<file path="config.mk">
export PLATFORM = sky130hd
export DESIGN_NAME = nps_dist
export DESIGN_NICKNAME = d
export VERILOG_FILES = /design/src/nps_pkg.sv /design/src/nps_dist.sv
export SDC_FILE = /design/constraint.sdc
export NUM_CORES = 2
export LEC_CHECK = 0
export ABC_AREA = 0
export BUFFER_PORTS_ARGS = -buffer_cell sky130_fd_sc_hd__buf_2
export CAP_MARGIN = 25
export CORE_AREA = 2 2 254 256
export CTS_BUF_LIST = sky130_fd_sc_hd__clkbuf_8
export DETAILED_ROUTE_END_ITERATION = 6
export DIE_AREA = 0 0 256 258
export GPL_TIMING_DRIVEN = 1
export PLACE_DENSITY = 0.75
export SLEW_MARGIN = 15
export SYNTH_ARGS = -nofsm -noshare
export SYNTH_HDL_FRONTEND = slang
export SYNTH_SLANG_ARGS = --single-unit
</file>
<file path="constraint.sdc">
create_clock -name clk_i -period 11.67 [get_ports clk_i]
set_input_delay 0.5835 -clock clk_i [delete_from_list [all_inputs] [get_ports clk_i]]
set_output_delay 0.5835 -clock clk_i [all_outputs]
set_load 0.01 [all_outputs]
</file>
<file path="src/nps_pkg.sv">
// nps_pkg: shared constants, command codes and control types for the
// nearest point search block. No dependencies.
package nps_pkg;

  localparam int unsigned MaxPointsDef = 256;
  localparam int unsigned CoordBitsDef = 16;
  localparam int unsigned CmdBits      = 2;
  localparam int unsigned IndexOutBits = 8;

  typedef enum logic [CmdBits-1:0] {
    CMD_LOAD  = 2'd0,
    CMD_QUERY = 2'd1,
    CMD_CLEAR = 2'd2,
    CMD_RSVD  = 2'd3
  } cmd_e;

  // controls for one ring cell
  typedef struct packed {
    logic shift;
    logic load;
  } ring_ctrl_t;

  // tag riding with a point through the distance pipeline
  typedef struct packed {
    logic valid;
    logic last;
  } beat_tag_t;

endpackage

</file>
<file path="src/nps_dist.sv">
// nps_dist: three-stage pipeline giving the exact squared distance between
// a ring point and the query. Depends on nps_pkg.
module nps_dist #(
  parameter int unsigned COORD_BITS = nps_pkg::CoordBitsDef,
  parameter int unsigned IDX_BITS   = 8,
  localparam int unsigned DistBits  = 2 * COORD_BITS + 3
) (
  input  logic                    clk_i,
  input  logic                    rst_ni,
  input  nps_pkg::beat_tag_t      tag_i,
  input  logic [IDX_BITS-1:0]     idx_i,
  input  logic [3*COORD_BITS-1:0] pt_i,
  input  logic [3*COORD_BITS-1:0] qry_i,
  output nps_pkg::beat_tag_t      tag_o,
  output logic [IDX_BITS-1:0]     idx_o,
  output logic [DistBits-1:0]     dist_o
);

  localparam int unsigned DiffBits = COORD_BITS + 1;
  localparam int unsigned SqBits   = 2 * COORD_BITS + 1;
  localparam int unsigned ProdBits = 2 * DiffBits;

  nps_pkg::beat_tag_t tag1_q, tag2_q, tag3_q;
  logic [IDX_BITS-1:0] idx1_q, idx2_q, idx3_q;
  logic signed [DiffBits-1:0] diff_d [3];
  logic signed [DiffBits-1:0] diff_q [3];
  logic signed [ProdBits-1:0] prod   [3];
  logic [SqBits-1:0]          sq_q   [3];
  logic [DistBits-1:0]        dist_q, dist_d;

  for (genvar k = 0; k < 3; k++) begin : g_axis
    logic [COORD_BITS-1:0] a, b;
    assign a = pt_i[k*COORD_BITS +: COORD_BITS];
    assign b = qry_i[k*COORD_BITS +: COORD_BITS];
    assign diff_d[k] = $signed({a[COORD_BITS-1], a}) - $signed({b[COORD_BITS-1], b});
    // square of a signed value is never negative and fits SqBits
    assign prod[k] = diff_q[k] * diff_q[k];
  end

  assign dist_d = DistBits'(sq_q[0]) + DistBits'(sq_q[1]) + DistBits'(sq_q[2]);

  always_ff @(posedge clk_i or negedge rst_ni) begin
    if (!rst_ni) begin
      tag1_q <= '0;
      tag2_q <= '0;
      tag3_q <= '0;
    end else begin
      tag1_q <= tag_i;
      tag2_q <= tag1_q;
      tag3_q <= tag2_q;
    end
  end

  always_ff @(posedge clk_i) begin
    idx1_q <= idx_i;
    idx2_q <= idx1_q;
    idx3_q <= idx2_q;
    for (int k = 0; k < 3; k++) begin
      diff_q[k] <= diff_d[k];
      sq_q[k]   <= prod[k][SqBits-1:0];
    end
    dist_q <= dist_d;
  end

  assign tag_o  = tag3_q;
  assign idx_o  = idx3_q;
  assign dist_o = dist_q;

endmodule

</file>
======== Yosys cells after proc, flatten, opt, wreduce, memory -nomap -nowiden ========
Memories as Yosys holds them, arrays and structs flattened.
Cells that the tools add are included.
storage, ports and cells
  register bits after elaboration ......... 65
  bits in writable memories ............... 150
  bits of input ports ..................... 108
  output and inout bits ................... 45
  memories kept ........................... 2
cells by class
  $add $sub $neg .......................... 5
  multiply operators ...................... 3
memory list
  memory  depth  width  rd ports  clocked after memory_dff  wr ports  line            RTL
  sq_q    3      33     3         0                         3         nps_dist.sv:28  logic [SqBits-1:0] sq_q [3];
  diff_q  3      17     3         0                         3         nps_dist.sv:26  logic signed [DiffBits-1:0] diff_q [3];
operators with widths
  operator          count
  $mul A17 B17 Y33  3
  $sub A16 B16 Y17  3
  $add A34 B33 Y35  1
  $add A33 B33 Y34  1

======== Longest topological paths before layout ========
  word-level depth ........................ 2
  mapped depth ............................ 25
  gate-level depth less buffers ........... 24

======== Least setup slack after synthesis ========
No wires, ideal clock.
  path type ............................... register -> register
  from .................................... mem diff_q[0][33] (netlist bit)
  to ...................................... mem sq_q[0][64] (netlist bit)
  setup time .............................. 0.072 ns
  arrival time ............................ 6.043 ns
  required time ........................... 11.598 ns
  slack ................................... 5.554 ns
  stages on the path, launching flop included .. 23
  path buffers ............................ 2
  cell sequence ........................... dfxtp_1 clkbuf_1 clkbuf_1 and2_1 fa_1 inv_1 fa_1 inv_1 fa_1 fa_1 fa_1 inv_1 fa_1 inv_1 ha_1 a21o_1 nor3_1 o21ai_0 a2bb2oi_1 a21oi_1 or3_1 a21oi_1 xnor2_1
RTL lines
  what         line
  from (decl)  nps_dist.sv:26
  to (decl)    nps_dist.sv:28

==> results by group <==
Setup path
  – CP required: approximately 12 ns
  – Worst path max stage delay: 0.97 ns
  – Crit path DAT: roughly 7.7 ns
  – Critical Path Fanout Max: 32
  – Top cell family by delay on the critical path: adder cells
  – CP max stage cell: dfxtp_1
  – Buffers and inverters on the worst path: 4
  – CP endpoint kind: flip-flop
  – Crit-path cells: and2_1 -> fa_1 -> inv_1 -> fa_1 -> inv_1 -> fa_1 -> fa_1 -> fa_1 -> inv_1 -> fa_1 -> inv_1 -> ha_1 -> nand2_1 -> nor3_1 -> o21ai_0 -> a21oi_1 -> o31a_1 -> mux2i_1 -> o311ai_0
  – Crit path kind: reg2reg
  – Crit path top cell by count: fa_1
  – Startpoint Class: flip-flop

Clock tree
  – CTS tree: done
  – CTS Buffer Depth: 3
  – Clock Pin Slew Worst Setup and Hold Paths: 0.07 ns
  – Clock root buffer: clkbuf_8
  – TritonCTS Buffers: 42
  – Clock H-tree levels: 2
  – Worst-Skew Late Latency: roughly 0.64 ns
  – CTS Sinks: ~210

Timing
  – RSZ-0062 raised after global routing: false
  – Worst hold slack: roughly 0.067 ns
  – Hold Vio Cnt, Final: 0
  – Worst Skew: between 0.04 and 0.05 ns
  – Final setup fails: 0
  – Slew HR: 0.3402
  – Setup TNS: 0 ns
  – Final min period: 7.183 ns
  – Slew at the pin closest to its max-slew limit: between 0.9 and 1 ns
  – Fmax: roughly 140 MHz
  – Tcrit/Tclk final: 0.6155
  – Final Slew Violations: 0

Layout
  – Multi-input logic area: ~0.029 sq mm
  – Register Area: 0.004274 sq mm
  – NumNets Final: roughly 5300
  – Commonest non-fill, non-tap cells in the layout: inv_1, fa_1, ha_1, nand2_1, dfxtp_1
  – Area delta synth->final: 6.933%
  – Fillers: between 5000 and 6000
  – Commonest non-fill, non-tap cell in the layout: inv_1
  – Proportion of layout cells with a drive suffix above 1: 0.06431

Worst hold path
  – Hold WC Path Type: in2reg

Floorplan
  – Die W: about 260 microns
  – Initial Util: 0.5915
  – Die area: approximately 0.066 sq mm
  – Row count: 93
  – Ports: about 150
  – Die height: 258 microns
  – Core ar.: about 0.064 sq mm

Routing
  – DRT Pass-1 Iters: 5
  – Final wirelength: between 70000 and 80000 microns
  – Initial DRC count: ~1200
  – Total number of vias: approximately 25000
  – WL/cell: 15.47 microns
  – Drt drc: 0
  – Post-route ant nets: 0
  – Via/cell ratio: between 5 and 6

Global routing
  – Initial antenna violation count: 1
  – First-pass GRT wire length: 133000 microns
  – Grt total ovfl: 0
  – GRT Total Usage: 0.2493
  – Via count of the first global-routing pass: ~27000
  – Largest net degree at the start of global routing: 33

Synth
  – Gate Count Post-Synth: just under 4000
  – Post-synth EDFFs: 0
  – Post-synth ARST share: 0.02830
  – Yosys reg bits: 212
  – Mapped cell area: ~0.038 sq mm
  – Sequential fraction of the synthesis area: 0.1135
  – Yosys warning total: 0
  – Ys flop type: dfxtp_1
  – Synth Area per Inst: 9.580 sq um
  – Netlist cell types: 78

Place
  – GPL Wtd Cong: 0.8922
  – Dpl hpwl: roughly 65000 microns
  – Port Buf Inserts: between 150 and 200

Run
  – Max-cap violations: 0

Outcome
  – Outcome: finished clean
-- cell families after synthesis --
group                    count (synthesis)  share of synthesized area
buffers and inverters                 1169                     0.1166
adder cells (fa/ha/maj)               1162                     0.5495
AND/OR/NAND/NOR                        783                     0.1007
AO/OA/AOI/OAI                          408                    0.07401
flip-flops                             212                     0.1135
XOR/XNOR                               191                    0.04443
multiplexers                             4                   0.001163
other                                    1                 0.00009961
-- area by class of cell --
class                      count  area share
multi-input combinational   2551      0.7202
sequential                   212      0.1062
antenna                        2   0.0001243
tap                          855     0.02657
clock buffer                  51     0.01744
clock inverter                27    0.005035
timing repair buffer         165     0.02200
inverter                    1099      0.1025
-- cell usage after synthesis (3+ instances only) --
cell type | number | area, sq um
nor4_1 | 6 | 37.54
o21bai_1 | 14 | 105.1
nor2b_1 | 53 | 331.6
nand2b_1 | 24 | 150.1
a31o_2 | 11 | 96.34
a2111oi_0 | 4 | 35.03
ha_1 | 343 | 4292
o21ai_0 | 67 | 335.3
dfxtp_1 | 206 | 4124
or3_1 | 14 | 87.58
o31a_1 | 5 | 43.79
clkbuf_1 | 70 | 262.8
fa_1 | 819 | 16400
xor2_1 | 36 | 315.3
a21boi_0 | 7 | 52.55
o31ai_1 | 10 | 75.07
nor2_1 | 130 | 488.0
o21a_1 | 22 | 165.2
o311ai_0 | 4 | 35.03
nand4_1 | 5 | 31.28
a21o_1 | 60 | 450.4
inv_1 | 1099 | 4125
and3_1 | 20 | 125.1
or2_2 | 8 | 50.05
mux2_2 | 3 | 33.78
a31oi_1 | 7 | 43.79
a211o_1 | 7 | 61.31
nand3_1 | 35 | 175.2
a211oi_1 | 16 | 120.1
o211ai_1 | 8 | 60.06
a21oi_1 | 123 | 615.6
xnor2_1 | 155 | 1358
and2_1 | 159 | 994.7
nor3_1 | 29 | 145.1
a41oi_1 | 4 | 35.03
dfrtp_1 | 6 | 150.1
nand2_1 | 292 | 1096
-- layer usage --
layer / vias to the layer above / GRT usage / wire length [microns]
li1: 12040 / - / -
met1: 12720 / 0.3390 / 33500
met2: 585 / 0.4223 / 37330
met3: 118 / 0.03386 / 3880
met4: 0 / 0.06936 / 2039
met5: - / 0 / 0
-- final timing paths --
path / slack [ns] / startpoint / end / depth (start not counted)
min: 0.07 / idx_i[1] / idx1_q[1] / 1
max: 4.49 / diff_q[0][33] / sq_q[0][65] / 19
min in group asynchronous: 0.31 / rst_ni / tag_o[1] / 2
max reg2reg: 4.49 / diff_q[0][33] / sq_q[0][65] / 19
max in group asynchronous: 11.22 / rst_ni / tag1_q[0] / 2
min reg2reg: 0.32 / idx2_q[5] / idx_o[5] / 0
-- what timing repair did --
action | 4_1_cts | 5_1_grt
setup buffers | 0 | 0
gates resized for setup | 0 | 0
hold buffers | 8 | 0
hold endpoints to repair | 13 | 0
-- through the flow --
stage	worst slack, ns	std cells	area, sq um	utilization
after floorplan	5.554	3932	37660	-
after global placement	4.761	4873	39250	0.6167
after detailed placement	4.538	4873	39250	0.6167
after CTS	4.488	4959	40240	0.6322
after global routing	4.061	4962	40260	0.6325
final	4.487	4962	40260	0.6325
-- worst reg2reg max path, delay by kind of cell, from the launching register on --
family | cells | cell delay (ns)
buffers and inverters | 4 | 0.54
AND/OR/NAND/NOR | 3 | 0.91
flip-flops | 1 | 0.97
multiplexers | 1 | 0.21
AO/OA/AOI/OAI | 4 | 1.02
adder cells (fa/ha/maj) | 7 | 3.41
-- state kept, by name (all words and copies together) (netlist names) --
signal,count
dist_o,35
tag_o,2
idx1_q,8
tag2_q,2
tag1_q,2
idx_o,8
diff_q,51
idx2_q,8
sq_q,96
Power is not shown: default switching activity piles up to over one toggle a cycle in this logic, so the estimate is an artifact.
