File: config.mk
export PLATFORM = sky130hd
export DESIGN_NAME = nps_cell
export DESIGN_NICKNAME = d
export VERILOG_FILES = /design/src/nps_pkg.sv /design/src/nps_cell.sv
export SDC_FILE = /design/constraint.sdc
export NUM_CORES = 1
export LEC_CHECK = 0
export BUFFER_PORTS_ARGS = -buffer_cell sky130_fd_sc_hd__buf_4
export CAP_MARGIN = 0
export CORE_ASPECT_RATIO = 1.2
export CORE_MARGIN = 3
export CORE_UTILIZATION = 44
export DETAILED_ROUTE_END_ITERATION = 6
export PLACE_DENSITY = 0.85
export SLEW_MARGIN = 20
export SYNTH_ARGS = -nofsm -noshare
export SYNTH_HDL_FRONTEND = slang
export SYNTH_SLANG_ARGS = --single-unit
File: constraint.sdc
create_clock -name clk_i -period 5.9 [get_ports clk_i]
set_input_delay 1.18 -clock clk_i [delete_from_list [all_inputs] [get_ports clk_i]]
set_output_delay 1.18 -clock clk_i [all_outputs]
set_load 0.05 [all_outputs]
File: src/nps_pkg.sv
// nps_pkg: shared constants, command codes and control types for the
// nearest point search block. No dependencies.
package nps_pkg;

  localparam int unsigned MaxPointsDef = 256;
  localparam int unsigned CoordBitsDef = 16;
  localparam int unsigned CmdBits      = 2;
  localparam int unsigned IndexOutBits = 8;

  typedef enum logic [CmdBits-1:0] {
    CMD_LOAD  = 2'd0,
    CMD_QUERY = 2'd1,
    CMD_CLEAR = 2'd2,
    CMD_RSVD  = 2'd3
  } cmd_e;

  // controls for one ring cell
  typedef struct packed {
    logic shift;
    logic load;
  } ring_ctrl_t;

  // tag riding with a point through the distance pipeline
  typedef struct packed {
    logic valid;
    logic last;
  } beat_tag_t;

endpackage

File: src/nps_cell.sv
// nps_cell: one slot of the point ring; holds a point, takes a load or
// its neighbor's point. Depends on nps_pkg.
module nps_cell #(
  parameter int unsigned COORD_BITS = nps_pkg::CoordBitsDef
) (
  input  logic                      clk_i,
  input  nps_pkg::ring_ctrl_t       ctrl_i,
  input  logic [3*COORD_BITS-1:0]   load_pt_i,
  input  logic [3*COORD_BITS-1:0]   next_pt_i,
  output logic [3*COORD_BITS-1:0]   pt_o
);

  logic [3*COORD_BITS-1:0] pt_q, pt_d;

  always_comb begin
    pt_d = pt_q;
    if (ctrl_i.shift) begin
      pt_d = next_pt_i;
    end else if (ctrl_i.load) begin
      pt_d = load_pt_i;
    end
  end

  always_ff @(posedge clk_i) begin
    pt_q <= pt_d;
  end

  assign pt_o = pt_q;

endmodule

# After elaboration in Yosys (flattened, before gate mapping)
# Index checks and enable logic that the tools add are counted.
word_totals:
  register_bits: 48
  latch_bits: 0
  ramBits: 0
  mem_bits_ro: 0
  in_bits: 99
  output_inout_bits: 48
  wordCells: 4
  memories: 0
classes:
  addsub: 0
  n_mul: 0
  n_div: 0
  n_lt_le_gt_ge: 0
  eq_ne: 0
  n_shift: 0
  n_mux: 2
  bitwise_logic: 0
  n_reduce_logical: 1
op_table:
  columns: ["cell", "n"]
  rows:
  - ["two-way mux 48 bit", 2]
  - ["nonzero test 2 bit", 1]

# Logic depth before layout (Yosys ltp)
# Gate-level depths: netlist (run 1).
depth:
  depth_word: 2
  depth_mapped: 3
  ltp_nobuf: 1

# Least setup slack after synthesis (run 1)
# OpenSTA, ideal clock, no wires.
synth_path:
  path_kind: "input -> register"
  from: "input port ctrl_i[1] (netlist name)"
  to: "register pt_q[0] (netlist: pt_o[0]), enable pin"
  setup_ns: 0.408
  arrival_time_ns: 2.574
  t_required_ns: 5.492
  slack_ns: 2.918
  cell_stages: 3
  n_path_buf: 2
  cell_sequence: "buf_6 -> buf_6 -> or2_1"
synth_via:
  elab_chain_cells: 1
synth_rtl:
  columns: ["item", "line", "text"]
  rows:
  - ["start: declaration", "nps_cell.sv:7", "input nps_pkg::ring_ctrl_t ctrl_i,"]
  - ["nonzero test 2 bit (no line)", null, null]
  - ["end signal: assignment", "nps_cell.sv:25", "pt_q <= pt_d;"]
  - ["end: declaration", "nps_cell.sv:13", "logic [3*COORD_BITS-1:0] pt_q, pt_d;"]
# No other way between the ends.
# A chain may end at the register's enable or synchronous reset.

# Worst setup path after layout (run 1)
layout_path:
  from: "input port ctrl_i[1] (netlist name)"
  to: "register pt_q[28] (netlist: pt_o[28]), enable pin"
# The elaborated chain is that of the path after synthesis.

==> metrics.cfg, run 1 <==
[grt]
grt_usage = 0.1815
gr-total-overflow = 0
gr-usage-met3 = 0.05809
use_met2 = 0.3266
grt_busiest_layer = met2
grt_pass1_wl_mm = 7.010
met1_usage = 0.1834
grt_pass1_vias = 1448
antenna_found_initial = 0
grt_max_degree = 50

[power_and_ir_drop]
leakagePower_nw = 1.476
net-switching-power_mw = 0.2861
combinationalPowerShare = 0.306
powerDensity_mw_per_mm2 = 285.7
clkPwrFrac = 0.240
seqPwrFrac = 0.455
internal_power_mw = 0.6562
p_total_mw = 0.9423
irDropWorstVdd_mv = 0.1919
swShare = 0.3036

[timing]
max-slew-margin-rel = 0.5695
rsz0062_at_grt = false
finalHoldViolations = 0
slew_violations = 0
fin_tns_setup_ns = 0
fin_crit_ns = 2.462
setup_viol = 0
timing.final.crit_share = 0.4172
max_freq_ghz = 0.4062
tightest_slew_ns = 0.6458

[critical_path]
crit_buf_inv = 1
path_max_fanout = 49
critical_path_class = in -> reg
cpPeakStageDelay_ns = 0.66
endpoint_kind = flop
critical_path.top_delay_family = simple AND/OR/NAND/NOR gates
arrival_ns = 2.40
cp_slowest_cell = or2_4
worstPathRequired_ns = 5.83
start_kind = input pin
crit_chain = buf_4 -> or2_4

[logic_synthesis]
seq_area_frac_synth = 0.6973
yosysWarningCount = 0
synthTopCellsByArea = edfxtp_1 (70%), mux2_2 (21%), mux2_4 (6.5%), buf_4 (1.1%), buf_6 (1.1%)
ys_ff_latch = 48
syn_nets = 201
yosysUniqueCellTypes = 6
synth_top_area_share = 0.6973
syn_area_mm2 = 0.002067
netlist_instances = 102
avgSynthCellArea_um2 = 20.26
yosys.area.top_type = edfxtp_1

[clock_tree]
clockBufferDepth = 2
post_cts_buffers = 0
clockRootBuffer = clkbuf_8
htree_num_levels = 2
cts_resized = 0
cts_tree = done
path_clk_slew_ns = 0.08
cts_hold_buf = 0
cts_buffers = 5
numClockSinks = 48

[place]
hpwl_mm = 4.155
place.gp.congestion = 0.7133
io_buffers = 146

[run_status]
outcome = finished, final reports clean

[floorplan]
ioPinCount = 147
core_mm2 = 0.004392
start_util = 0.4707
fp.dieArea_mm2 = 0.005559
die_w_um = 68.57
fp.dieH_um = 81.08
rows = 26

[finish]
diodes = 0
largest_register_ffs = 48
syn_to_final_growth_pct = 59.56
post_route_cells_drive_above_1_share = 0.8048
nNetsFinal = 349

[route]
routed_wl_mm = 5.206
drtIter0Drc = 74
drt-wirelength-per-cell_um = 16.96
avgViaCountPerCell = 4.762
drc = 0
drt_pre_antenna_iters = 4
ant_nets = 0
num_vias = 1462

[min_path]
min_path_type = in -> reg

[flow_run]
cap_violations = 0

==> kinds of logic after synthesis <==
kind of cell / after synthesis / synth area share
flip-flops: 48 / 0.6973
AND/OR/NAND/NOR: 1 / 0.003029
buffers and inverters: 5 / 0.02179
multiplexers: 48 / 0.2778
==> power by group through the flow <==
| stage | Combinational [mW] | Clock [mW] | Sequential (mW) |
|---|---|---|---|
| floorplan | 0.0420 | 0 | 0.571 |
| global placement | 0.286 | 0 | 0.435 |
| detailed placement | 0.290 | 0 | 0.437 |
| CTS | 0.290 | 0.232 | 0.429 |
| global route | 0.298 | 0.247 | 0.433 |
| finish | 0.288 | 0.226 | 0.428 |
==> cells in the mapped netlist (all sizes together) <==
cell / number
or2: 1
buf: 5
mux2: 48
edfxtp: 48
==> worst paths after layout <==
path	from	to	slack, ns	cells past startpoint
setup / recovery	ctrl_i[1]	pt_o[28]	3.44	2
hold / removal	load_pt_i[36]	pt_o[36]	1.18	2
==> cell type report <==
class	count	area, µm²
clock buffer	6	72.57
clock inverter	2	35.03
fill	303	1094
multi-input combinational	49	583.1
sequential	48	1441
tap	56	70.07
timing repair buffer	146	1096
==> per-layer routing <==
layer / vias up / wire length [µm] / share of wire
li1: 694 / - / -
met1: 661 / 1523 / 0.29
met2: 95 / 2882 / 0.55
met3: 12 / 668 / 0.13
met4: 0 / 131 / 0.025
met5: - / 0 / 0
==> cells in the final DEF (no fill, tap or decap), drive strengths merged <==
cell type  Yosys  layout
buf            5     146
bufinv         0       1
clkbuf         0       6
clkinv         0       1
edfxtp        48      48
mux2          48      48
or2            1       1
==> stage by stage <==
stage,hold WS (ns),area (µm²),instances,utilization,setup WS [ns]
2_1_floorplan,1.397,2067,102,-,2.918
4_1_cts,1.174,3296,307,0.7504,3.125
3_5_place_dp,1.484,3188,299,0.7259,2.810
6_report,1.181,3298,307,0.7510,3.438
5_1_grt,1.166,3298,307,0.7510,3.341
3_3_place_gp,1.481,3188,299,0.7259,2.856
Power figures use the tool's default switching activity.
==> inputs of run 2 (changes only) <==
Settings changed: CORE_UTILIZATION 44 to 37, PLACE_DENSITY 0.85 to 0.77.
Clock period 5.9 ns to 2.2 ns, I/O delays scaled along.
==> run 2 against run 1 <==
Design area is 1.3% higher. Critical path depth fell by 1. Via count increased by 4.3%. Wire length rose by 6.5%. Power grew to 2.7 times the previous value. Global-route usage down 1.6 points. Clock power grew to 2.8 times the previous value. Non-clock buffer count up 3. Final cell count grew 2.9%. Sequential share of layout area fell by 0.57 points. Largest power group unchanged.
==> metrics.cfg, run 2 (same netlist as run 1, synthesis figures left out) <==
[run_status]
outcome = finished, final reports clean

[grt]
gr-usage-met3 = 0.07922
gr-total-overflow = 0
grt_pass1_vias = 1593
use_met2 = 0.2952
grt_pass1_wl_mm = 7.838
grt_busiest_layer = met2
met1_usage = 0.1654
grt_usage = 0.1651
grt_max_degree = 41
antenna_found_initial = 0

[clock_tree]
htree_num_levels = 2
cts_resized = 0
post_cts_buffers = 0
cts_buffers = 5
cts_hold_buf = 0
path_clk_slew_ns = 0.09
clockRootBuffer = clkbuf_8
clockBufferDepth = 2
cts_tree = done
numClockSinks = 48

[timing]
fin_crit_ns = 1.352
slew_violations = 0
setup_viol = 0
max-slew-margin-rel = 0.8127
fin_hold_ws_ns = 0.4394
fin_tns_setup_ns = 0
max_freq_ghz = 0.7395
rsz0062_at_grt = false
tightest_slew_ns = 0.2809
timing.final.crit_share = 0.6147
finalHoldViolations = 0

[route]
drt-wirelength-per-cell_um = 17.55
drt_pre_antenna_iters = 4
num_vias = 1525
drc = 0
avgViaCountPerCell = 4.826
routed_wl_mm = 5.546
drtIter0Drc = 82
ant_nets = 0

[floorplan]
core_mm2 = 0.005334
rows = 29
die_w_um = 74.23
ioPinCount = 147
fp.dieArea_mm2 = 0.006523
start_util = 0.3875
fp.dieH_um = 87.88

[critical_path]
cpPeakStageDelay_ns = 0.41
critical_path.top_delay_family = flip-flops
worstPathRequired_ns = 1.76
critical_path_class = reg -> out
cp_slowest_cell = edfxtp_1
endpoint_kind = output pin
arrival_ns = 0.91
crit_chain = buf_4
worstSetupStartpoint = pt_o[17]
path_max_fanout = 1
crit_buf_inv = 1
start_kind = flop

[min_path]
min_path_type = in -> reg
min_to = pt_o[41]
hold_depth = 2
min-delay-start = next_pt_i[41]

[place]
io_buffers = 146
hpwl_mm = 4.367
place.gp.congestion = 0.7029

[finish]
syn_to_final_growth_pct = 61.68
layout_common_cells = buf_4 (148), edfxtp_1 (48), mux2_2 (39)
diodes = 0
fin_util = 0.6266
nFillCells = 420
multi_input_area_um2 = 580.6
nNetsFinal = 352
ff_latch_area_mm2 = 0.001441
final_common_cell = buf_4
post_route_cells_drive_above_1_share = 0.8110
largest_register_ffs = 48

[flow_run]
cap_violations = 0

[power_and_ir_drop]
irDropWorstVdd_mv = 0.3643
leakagePower_nw = 1.494
powerDensity_mw_per_mm2 = 764.5

[run 2: cell count changes in the layout (fill, tap and decap cells not counted), sizes merged]
cell      change
buf           +3
clkbuf        -1
clkinvlp      +1
[run 2: worst max path at each step]
stage / cells after the start / to
after floorplan: 3 / pt_o[0]
after global placement: 3 / pt_o[13]
after detailed placement: 3 / pt_o[3]
after CTS: 1 / pt_o[17]
after global routing: 1 / pt_o[43]
final: 1 / pt_o[17]
[run 2: power breakdown]
part | internal [mW] | total [mW] | switching, mW
logic | 0.306 | 0.779 | 0.473
registers | 1.12 | 1.15 | 0.0285
clock network | 0.336 | 0.626 | 0.290
[run 2: layout make-up]
class / instances / share of cell area
flip-flops and latches: 48 / 0.4313
repair buffers: 149 / 0.3384
multi-input cells: 49 / 0.1737
well taps: 62 / 0.02321
clock buffers: 5 / 0.02059
clock inverters: 3 / 0.01273
[run 2: per-layer routing]
metal  vias to the layer above  wire length, µm
met2                        99             2871
li1                        701                -
met5                         -                0
met3                         8              853
met4                         0               87
met1                       717             1733
[run 2: per-stage QoR]
stage          cell area [µm²]  instances  setup slack, ns  power [mW]
6_report                  3342        316           0.8477       2.555
5_1_grt                   3342        316           0.8054       2.666
4_1_cts                   3342        316           0.8254       2.592
3_5_place_dp              3231        308           0.5463       1.958
3_3_place_gp              3231        308           0.5652       1.948
2_1_floorplan             2067        102           0.4282       1.643
==> inputs of run 3 (changes only) <==
Settings changed: ABC_AREA from default to 1, PLACE_DENSITY 0.77 to 0.76.
Clock period 2.2 ns to 1.1 ns, I/O delays scaled along.
==> run 3 against run 2 <==
Clock power rose by 48%. Critical endpoint is now pt_o[41]. Synthesized area rose by 0.36%. Largest power group unchanged. Via count rose by 21%. Largest cell class unchanged.
==> metrics.cfg, run 3 <==
[grt]
gr-total-overflow = 0
grt_max_degree = 49
grt_usage = 0.1576
antenna_found_initial = 0
grt_pass1_wl_mm = 7.714
grt_pass1_vias = 1718

[critical_path]
crit_buf_inv = 1
worstPathRequired_ns = 0.88
cpPeakStageDelay_ns = 0.38
cp_slowest_cell = edfxtp_1
endpoint_kind = output pin
arrival_ns = 0.87
critical_path.top_delay_family = flip-flops
path_max_fanout = 1
critical_path_class = reg -> out
crit_chain = buf_4
start_kind = flop

[route]
routed_wl_mm = 5.534
drt_pre_antenna_iters = 6
avgViaCountPerCell = 4.479
drt-wirelength-per-cell_um = 13.46
ant_nets = 0
num_vias = 1841
drc = 0
drtIter0Drc = 76

[floorplan]
die_w_um = 74.36
rows = 29
ioPinCount = 147
core_mm2 = 0.005370
fp.dieH_um = 88.03
fp.dieArea_mm2 = 0.006545
start_util = 0.3863

[place]
place.gp.congestion = 0.6784
io_buffers = 146
hpwl_mm = 4.201
post-place-ws_ns = 0.001767
place_area_mm2 = 0.003236

[clock_tree]
path_clk_slew_ns = 0.08
clockRootBuffer = clkbuf_8
htree_num_levels = 2
numClockSinks = 48
cts_tree = done
cts_buffers = 5
clockBufferDepth = 2
post_cts_buffers = 0

[power_and_ir_drop]
internal_power_mw = 3.291
clkPwrFrac = 0.190
seqPwrFrac = 0.475
swShare = 0.3271
powerDensity_mw_per_mm2 = 1425
irDropWorstVdd_mv = 0.6078
leakagePower_nw = 1.739
net-switching-power_mw = 1.600
combinationalPowerShare = 0.335

[timing]
slew_violations = 0
max-slew-margin-rel = 0.6870
timing.final.crit_share = 0.9876
setup_viol = 0
rsz0062_at_grt = true
tightest_slew_ns = 0.4696
fin_crit_ns = 1.086
timing.final.ws_setup_ns = 0.01363
finalHoldViolations = 0
max_freq_ghz = 0.9205
fin_tns_setup_ns = 0

[logic_synthesis]
yosysUniqueCellTypes = 7
yosys.area.top_type = edfxtp_1
synthTopCellsByArea = edfxtp_1 (69%), nand2_1 (26%), buf_6 (2.2%), buf_2 (1.4%), buf_4 (0.36%)
seq_area_frac_synth = 0.6948
avgSynthCellArea_um2 = 10.12
netlist_instances = 205
yosys-top-cells-count = nand2_1 (144), edfxtp_1 (48), buf_2 (6), buf_6 (4)
yosysWarningCount = 0
yosysMostFrequentCell = nand2_1
syn_nets = 304
synth-main-ff-cell = edfxtp_1
synth_top_area_share = 0.6948
synthArstFlopShare = 0
ys_ff_latch = 48
synth_edf_count = 48
syn_area_mm2 = 0.002074

[min_path]
min_path_type = in -> reg

[finish]
largest_register_ffs = 48
nNetsFinal = 450
syn_to_final_growth_pct = 65.44
diodes = 0
fin_area_mm2 = 0.003432
layout_common_cells = nand2_1 (144), buf_4 (113), edfxtp_1 (48)
nFillCells = 457
fin_util = 0.6391
post_route_cells_drive_above_1_share = 0.4499
final_common_cell = nand2_1

[flow_run]
cap_violations = 0

[run_status]
outcome = finished, final reports clean

[run 3: changes by cell type after synthesis]
cell / previous run / this run
buf_4: 3 / 1
buf_2: 0 / 6
inv_2: 0 / 1
nand2_1: 0 / 144
buf_6: 2 / 4
mux2_4: 9 / 0
mux2_2: 39 / 0
[run 3: metal layers]
layer / global-route usage / wire length [µm] / part of all wire
met1: 0.1621 / 1851 / 0.33
met4: 0.06958 / 95 / 0.017
met5: 0 / 0 / 0
met3: 0.05166 / 604 / 0.11
met2: 0.2871 / 2983 / 0.54
[run 3: power groups by stage]
stage	combinational (mW)	sequential (mW)	clock, mW
global placement	1.55	2.33	0
CTS	1.58	2.30	0.967
detailed placement	1.56	2.34	0
finish	1.64	2.32	0.929
global route	1.72	2.34	1.04
floorplan	0.211	3.06	0
[run 3: final timing paths]
path | startpoint | end | cells past startpoint
setup / recovery | pt_o[41] | pt_o[41] | 1
hold / removal | load_pt_i[10] | pt_o[10] | 3
[run 3: repair_timing]
item | CTS | global route
setup endpoints to repair | 7 | 33
resized for setup | 7 | 27
hold endpoints to repair | 0 | 0
hold buffers | 0 | 0
gates cloned | 0 | 0
[run 3: cell families (layout without fill, tap and decap cells)]
family,after synthesis,in the layout,share of synthesized area
buf+inv,12,156,0.04162
flops,48,48,0.6948
simple gates,145,145,0.2636
[run 3: final cells by class]
| type | instances | area (µm²) | share of cell area |
|---|---|---|---|
| clock buffers | 5 | 68.82 | 0.02005 |
| inverters | 1 | 3.754 | 0.001094 |
| multi-input cells | 145 | 549.3 | 0.1600 |
| flip-flops and latches | 48 | 1441 | 0.4200 |
| well taps | 62 | 77.57 | 0.02260 |
| repair buffers | 150 | 1291 | 0.3762 |
[run 3: per-stage QoR]
stage / power [mW] / cells / hold WS, ns
finish: 4.891 / 411 / 0.1888
global route: 5.099 / 411 / 0.1799
CTS: 4.853 / 411 / 0.1744
detailed placement: 3.902 / 406 / 0.4854
global placement: 3.878 / 406 / 0.4857
floorplan: 3.270 / 205 / 0.3986
